## config.mk

```make
export PLATFORM = sky130hd
export DESIGN_NAME = bfm_front
export DESIGN_NICKNAME = d
export VERILOG_FILES = /design/src/hw/rtl/bfm_pkg.sv /design/src/hw/rtl/bfm_front.sv
export SDC_FILE = /design/constraint.sdc
export NUM_CORES = 1
export LEC_CHECK = 0
export BUFFER_PORTS_ARGS = -buffer_cell sky130_fd_sc_hd__clkbuf_2
export CAP_MARGIN = 10
export CORE_UTILIZATION = 55
export DETAILED_ROUTE_END_ITERATION = 6
export PLACE_DENSITY = 0.74
export SLEW_MARGIN = 0
export SYNTH_ARGS = -nofsm -noshare
export SYNTH_HDL_FRONTEND = slang
export SYNTH_SLANG_ARGS = --single-unit
```

## constraint.sdc

```tcl
create_clock -name clk -period 2.65 [get_ports clk]
set_input_delay 0.265 -clock clk [delete_from_list [all_inputs] [get_ports clk]]
set_output_delay 0.265 -clock clk [all_outputs]
set_load 0.005 [all_outputs]
```

## src/hw/rtl/bfm_pkg.sv

```systemverilog
// shared types, sizes and hash constants for the bloom filter membership block
package bfm_pkg;

	localparam int MAX_FILTER_BITS = 1048576;
	localparam int MAX_KEY_BYTES   = 256;
	localparam int MAX_HASHES      = 32;

	localparam int FB_W    = 21;
	localparam int HC_W    = 6;
	localparam int KLEN_W  = $clog2(MAX_KEY_BYTES + 1);
	localparam int KADDR_W = $clog2(MAX_KEY_BYTES);
	localparam int FWORDS  = MAX_FILTER_BITS / 64;
	localparam int FADDR_W = $clog2(FWORDS);
	localparam int QDEPTH  = 4;
	localparam int QA_W    = $clog2(QDEPTH);
	localparam int QC_W    = $clog2(QDEPTH + 1);

	localparam logic [FB_W-1:0] FB_RESET = FB_W'(65536);
	localparam logic [HC_W-1:0] HC_RESET = HC_W'(7);

	localparam logic [63:0] MM_C1  = 64'h87c37b91114253d5;
	localparam logic [63:0] MM_C2  = 64'h4cf5ad432745937f;
	localparam logic [63:0] MM_F1  = 64'hff51afd7ed558ccd;
	localparam logic [63:0] MM_F2  = 64'hc4ceb93fe53ef63b;
	localparam logic [63:0] MM_HC1 = 64'h0000000052dce729;
	localparam logic [63:0] MM_HC2 = 64'h0000000038495ab5;

	typedef enum logic [0:0] {
		CFG_FILTER_BITS = 1'b0,
		CFG_HASH_COUNT  = 1'b1
	} cfg_idx_t;

	typedef enum logic [1:0] {
		FN_ADD    = 2'd0,
		FN_QUERY  = 2'd1,
		FN_STATUS = 2'd2,
		FN_NONE   = 2'd3
	} func_t;

	typedef enum logic [1:0] {
		ST_DISABLED   = 2'd0,
		ST_PENDING    = 2'd1,
		ST_COMPACTING = 2'd2,
		ST_ENABLED    = 2'd3
	} status_t;

	typedef struct packed {
		func_t       func;
		logic [7:0]  key_byte;
		logic        key_last;
		logic [31:0] collection_id;
		status_t     target_status;
	} in_t;

	typedef struct packed {
		logic            maybe_present;
		logic            newly_added;
		status_t         current_status;
		logic [31:0]     keys_counted;
		logic [FB_W-1:0] active_bits;
		logic [HC_W-1:0] active_hashes;
		logic            key_too_long;
	} out_t;

	typedef struct packed {
		logic [FB_W-1:0] bits;
		logic [HC_W-1:0] hashes;
	} eff_cfg_t;

endpackage

```

## src/hw/rtl/bfm_front.sv

```systemverilog
// input side: takes beats, drops unused codes and queues the rest for the engine
module bfm_front import bfm_pkg::*; (
	input  logic clk,
	input  logic arst_n,
	input  logic in_valid,
	output logic in_ready,
	input  in_t  in_data,
	input  logic init_busy,
	output logic q_valid,
	output in_t  q_data,
	input  logic q_pop
);

	in_t             q_mem [QDEPTH];
	logic [QA_W-1:0] wr_q;
	logic [QA_W-1:0] rd_q;
	logic [QC_W-1:0] cnt_q;
	logic            push;

	assign in_ready = (cnt_q != QC_W'(QDEPTH)) && !init_busy;
	assign push     = in_valid && in_ready && (in_data.func != FN_NONE);
	assign q_valid  = (cnt_q != '0);
	assign q_data   = q_mem[rd_q];

	always_ff @(posedge clk) begin
		if (push) begin
			q_mem[wr_q] <= in_data;
		end
	end

	always_ff @(posedge clk or negedge arst_n) begin
		if (!arst_n) begin
			wr_q  <= '0;
			rd_q  <= '0;
			cnt_q <= '0;
		end else begin
			if (push) begin
				wr_q <= wr_q + QA_W'(1);
			end
			if (q_pop) begin
				rd_q <= rd_q + QA_W'(1);
			end
			case ({push, q_pop})
				2'b10:   cnt_q <= cnt_q + QC_W'(1);
				2'b01:   cnt_q <= cnt_q - QC_W'(1);
				default: cnt_q <= cnt_q;
			endcase
		end
	end

endmodule

```

; ---- After elaboration in Yosys (flattened, before gate mapping)
; Memory sizes are Yosys's and may differ from the RTL's.
; Cells that the tools add are included.
[word_totals]
ff_bits = 7
mem_bits_rw = 180
inputBits = 50
output_inout_bits = 47
elab_cells = 21
memories = 1
[memory_table]
columns = name, depth, word_bits, read_ports, rd_ports_with_merged_regs, write_ports, line
row1 = q_mem, 4, 45, 1, 0, 1, bfm_front.sv:14  ; in_t q_mem [QDEPTH];
[classes]
n_addsub = 4
n_eq_ne = 4
muxes = 3
reduce_logical = 6
[ops]
columns = operator, n
row1 = 3-bit case mux with 2 select lines, 1
row2 = 2-bit by 1-bit adder with 2-bit output (second input constant), 2
row3 = 3-bit by 1-bit adder with 3-bit output (second input constant), 1
row4 = 1-bit logical AND, 3
row5 = 3-bit != test (second input constant), 1
row6 = 3-bit nonzero test, 1
row7 = 3-bit by 1-bit subtractor with 3-bit output (second input constant), 1
row8 = 2-bit by 1-bit equality test with 1-bit output (second input constant), 1
row9 = 2-bit equality test (second input constant), 1
row10 = 1-bit two-way mux, 2
row11 = 2-bit != test (second input constant), 1
row12 = 2-bit nonzero test, 1
row13 = 1-bit zero test, 1

; ---- Longest topological paths before layout
[depth]
ltp_word = 6
ltp_mapped = 8
depth_no_buf = 8

; ---- Worst setup path before layout
; Ideal clock, no wire load.
[synth_path]
path_type = register to register
startpoint = register cnt_q[0]
endpoint = memory q_mem[0][0] (netlist name) (enable)
setup_time_ns = 0.407
arrival_time_ns = 1.979
required_time_ns = 2.243
slack_ns = 0.264
stages_incl_launch_ff = 4
n_path_buf = 0
cell_sequence = dfrtp_1 -> nor2_1 -> a211oi_4 -> and2_1
[synth_via]
elab_chain_cells = 6
[synth_lines]
columns = element, line
row1 = "start, declared", bfm_front.sv:17  ; logic [QC_W-1:0] cnt_q;
row2 = "start signal, assigned", bfm_front.sv:44  ; 2'b10: cnt_q <= cnt_q + QC_W'(1);
row3 = "start signal, assigned", bfm_front.sv:45  ; 2'b01: cnt_q <= cnt_q - QC_W'(1);
row4 = "start signal, assigned", bfm_front.sv:46  ; default: cnt_q <= cnt_q;
row5 = 3-bit != test, bfm_front.sv:20  ; assign in_ready = (cnt_q != QC_W'(QDEPTH)) && !init_busy;
row6 = 1-bit logical AND, bfm_front.sv:20
row7 = 1-bit logical AND (2 in series), bfm_front.sv:21  ; assign push = in_valid && in_ready && (in_data.func != FN_NONE);
row8 = 1-bit two-way mux, bfm_front.sv:26  ; if (push) begin
row9 = 1-bit two-way mux (implied by the code), bfm_front.sv:27  ; q_mem[wr_q] <= in_data;
row10 = "end, declared", bfm_front.sv:14
; Every way passes these cells.

==> metrics.txt <==
# TYPE chip_impl_metric gauge
chip_impl_info{name="result_of_the_run",value="completed"} 1
chip_impl_info{name="critical_path.startpoint_type",value="flop"} 1
chip_impl_metric{name="design.final.nets",unit=""} 442
chip_impl_metric{name="first_iter_violations",unit=""} 216
chip_impl_info{name="min_path_type",value="in2reg"} 1
chip_impl_metric{name="hold_viol",unit=""} 0
chip_impl_metric{name="cts.path.max_buffers",unit=""} 2
chip_impl_metric{name="layout_setup_ws",unit="ns"} 0.173
chip_impl_metric{name="critical_path_arrival",unit="ns"} 2.21
chip_impl_metric{name="synth_cell_types",unit=""} 22
chip_impl_metric{name="yosys_warnings",unit=""} 0
chip_impl_info{name="most-common-layout-cells",value="180 x edfxtp_1, 96 x clkbuf_2, 45 x mux4_2"} 1
chip_impl_metric{name="post_layout_inst_area",unit="sq um"} 8270
chip_impl_metric{name="cts_repair_resize_count",unit=""} 0
chip_impl_metric{name="finalMaxSlewViolations",unit=""} 0
chip_impl_metric{name="max_freq",unit="GHz"} 0.404
chip_impl_metric{name="via_count",unit=""} 3057
chip_impl_metric{name="final_layout_size_suffix_gt1_share",unit="%"} 46.6
chip_impl_metric{name="gp_routability_congestion",unit=""} 0.715
chip_impl_metric{name="fin_worst_skew",unit="ns"} 0.00765
chip_impl_metric{name="globalRouteOverflowTotal",unit=""} 0
chip_impl_metric{name="max_slew_margin",unit="%"} 61.4
chip_impl_metric{name="clock_sinks",unit=""} 187
chip_impl_metric{name="portBuffers",unit=""} 96
chip_impl_metric{name="number_of_flip_flops_and_latches_in_the_synthesized_netlist",unit=""} 187
chip_impl_metric{name="die-height",unit="um"} 114
chip_impl_metric{name="area_delta_synth_final",unit="%"} 19.1
chip_impl_metric{name="i_o_pin_count",unit=""} 97
chip_impl_metric{name="floorplan.core_area",unit="sq um"} 12200
chip_impl_metric{name="place_area",unit="sq um"} 7670
chip_impl_metric{name="peakVddDrop",unit="mV"} 0.545
chip_impl_metric{name="tritoncts_buffers",unit=""} 17
chip_impl_metric{name="ys_seq_area_share",unit="%"} 80.4
chip_impl_metric{name="synth_area_per_cell",unit="sq um"} 25.7
chip_impl_metric{name="finalSetupViolCount",unit=""} 0
chip_impl_metric{name="die-width",unit="um"} 114
chip_impl_metric{name="routed_via_density",unit=""} 5.39
chip_impl_metric{name="placementRows",unit=""} 40
chip_impl_metric{name="n_antenna_cell",unit=""} 0
chip_impl_metric{name="grt_util_all_layers",unit="%"} 19.4
chip_impl_metric{name="drc_errors",unit=""} 0
chip_impl_metric{name="critPathMaxFanout",unit=""} 27
chip_impl_info{name="tritoncts",value="yes"} 1
chip_impl_metric{name="synthesis.area",unit="sq um"} 6940
chip_impl_metric{name="syn_inst",unit=""} 270
chip_impl_metric{name="synthesis.nets",unit=""} 326
chip_impl_info{name="final_common_cell",value="edfxtp_1"} 1
chip_impl_metric{name="antenna_left",unit=""} 0
chip_impl_metric{name="cellPowerDensity",unit="nW/um^2"} 996
chip_impl_metric{name="cts_htree_levels",unit=""} 4
chip_impl_metric{name="antenna_violations_before_repair",unit=""} 0
chip_impl_metric{name="detail_route.wirelength",unit="mm"} 11.5
chip_impl_info{name="cts.root.buffer_cell",value="clkbuf_16"} 1
chip_impl_metric{name="drt_pass_1_iters",unit=""} 4
chip_impl_metric{name="worst_ep_required_time",unit="ns"} 2.38
chip_impl_metric{name="largest_net_degree_at_the_start_of_global_routing",unit=""} 37
chip_impl_metric{name="global_route_wire_length_before_repair",unit="mm"} 17.7
chip_impl_metric{name="final.period_utilization",unit="%"} 93.5
chip_impl_metric{name="first_global_vias",unit=""} 3222
chip_impl_metric{name="cts.clk_slew.worst_paths",unit="ns"} 0.06
chip_impl_metric{name="initial_core_util",unit="%"} 57.1
chip_impl_metric{name="place.detailed.hpwl",unit="mm"} 6.95
chip_impl_info{name="worstSetupPathType",value="reg2out"} 1
chip_impl_metric{name="die_area",unit="sq um"} 13100
chip_impl_info{name="end_kind",value="output pin"} 1
chip_impl_metric{name="tightest_slew",unit="ns"} 0.578
chip_impl_metric{name="placement.setup.worst_slack",unit="ns"} 0.464
chip_impl_metric{name="min_cycle_time_layout",unit="ns"} 2.48
chip_impl_metric{name="leakagePower",unit="nW"} 2.87
chip_impl_metric{name="p_total",unit="mW"} 8.23
chip_impl_metric{name="wl_per_cell",unit="um"} 20.2
chip_impl_metric{name="cap_violations",unit=""} 0
chip_impl_metric{name="insertion_delay",unit="ns"} 0.42
chip_impl_metric{name="sum_neg_setup_slack",unit="ns"} 0
chip_impl_info{name="rsz0062_at_grt",value="no"} 1
==> metal layers <==
layer | GRT usage, % | vias up | wire length [um]
met4 | 8.05 | 0 | 178
met5 | 0 | - | 0
met3 | 5.82 | 15 | 715
met2 | 30.1 | 100 | 5620
li1 | - | 1376 | -
met1 | 26.0 | 1566 | 4940
==> kinds of logic (layout without fill, tap and decap cells) <==
family | Yosys count | in the layout | synth area share [%]
and+or+nand+nor | 8 | 8 | 0.613
DFF | 187 | 187 | 80.4
muxes | 47 | 47 | 15.0
xor gates and xnor gates | 6 | 6 | 0.757
adders and majority gates | 6 | 6 | 1.19
buffers and inverters | 13 | 142 | 1.59
AOI/OAI and AO/OA | 3 | 3 | 0.505
==> power breakdown <==
| part | total, mW | switching (mW) | leakage [nW] | internal [mW] |
|---|---|---|---|---|
| Sequential | 3.84 | 0.291 | 1.71 | 3.54 |
| Clock | 2.51 | 0.974 | 0.289 | 1.53 |
| Combinational | 1.89 | 0.804 | 0.874 | 1.09 |
==> cell usage after synthesis (all sizes together) <==
library cell	number	share of area, %
buf	10	1.4
or3	1	0.090
nor2	2	0.11
and2	4	0.36
xnor2	4	0.50
a21oi	1	0.072
edfxtp	180	78
xor2	2	0.25
a211oi	1	0.29
dfrtp	7	2.5
a21bo	1	0.14
ha	5	0.90
mux4	45	15
inv	3	0.16
fa	1	0.29
nand2	1	0.054
mux2	2	0.38
==> final timing paths <==
kind	slack, ns	to	from	cells after the start
setup / recovery	0.17	q_data[42]	rd_q[0]	3
hold / removal	0.06	q_mem[1][41]	in_data[41]	1
setup reg to reg	0.52	cnt_q[2]	cnt_q[0]	8
hold reg to reg	0.55	cnt_q[0]	cnt_q[0]	1
max in group asynchronous	2.24	rd_q[0]	arst_n	2
min in group asynchronous	0.22	cnt_q[2]	arst_n	2
==> worst max-delay path, cell delays in order (launching register included) <==
cell and delay (ns):
dfrtp_4 0.78, buf_4 0.32, mux4_2 0.54, clkbuf_2 0.13
==> sequential cells by signal, indices dropped and copies added, names as in the netlist <==
register	cells
q_mem	180
cnt_q	3
rd_q	2
wr_q	2
==> through the flow <==
step,hold slack (ns),std cells,utilization (%)
floorplan,-0.0306,270,-
global placement,0.115,534,63.1
detailed placement,0.117,534,63.1
CTS,0.0417,567,68.0
global route,0.0437,567,68.0
finish,0.0559,567,68.0
==> area by class of cell <==
cell class	count	area (sq um)
inverters	3	11.3
clock buffers	25	475
multi-input cells	70	1260
fillers	782	3890
repair buffers	107	616
well taps	168	210
clock inverters	7	114
flip-flops and latches	187	5590
==> timing repair <==
item	CTS	global route
buffers inserted	0	0
hold buffers	1	0
endpoints found under the hold margin	7	0
No activity file was read; power rests on OpenSTA's default activity.
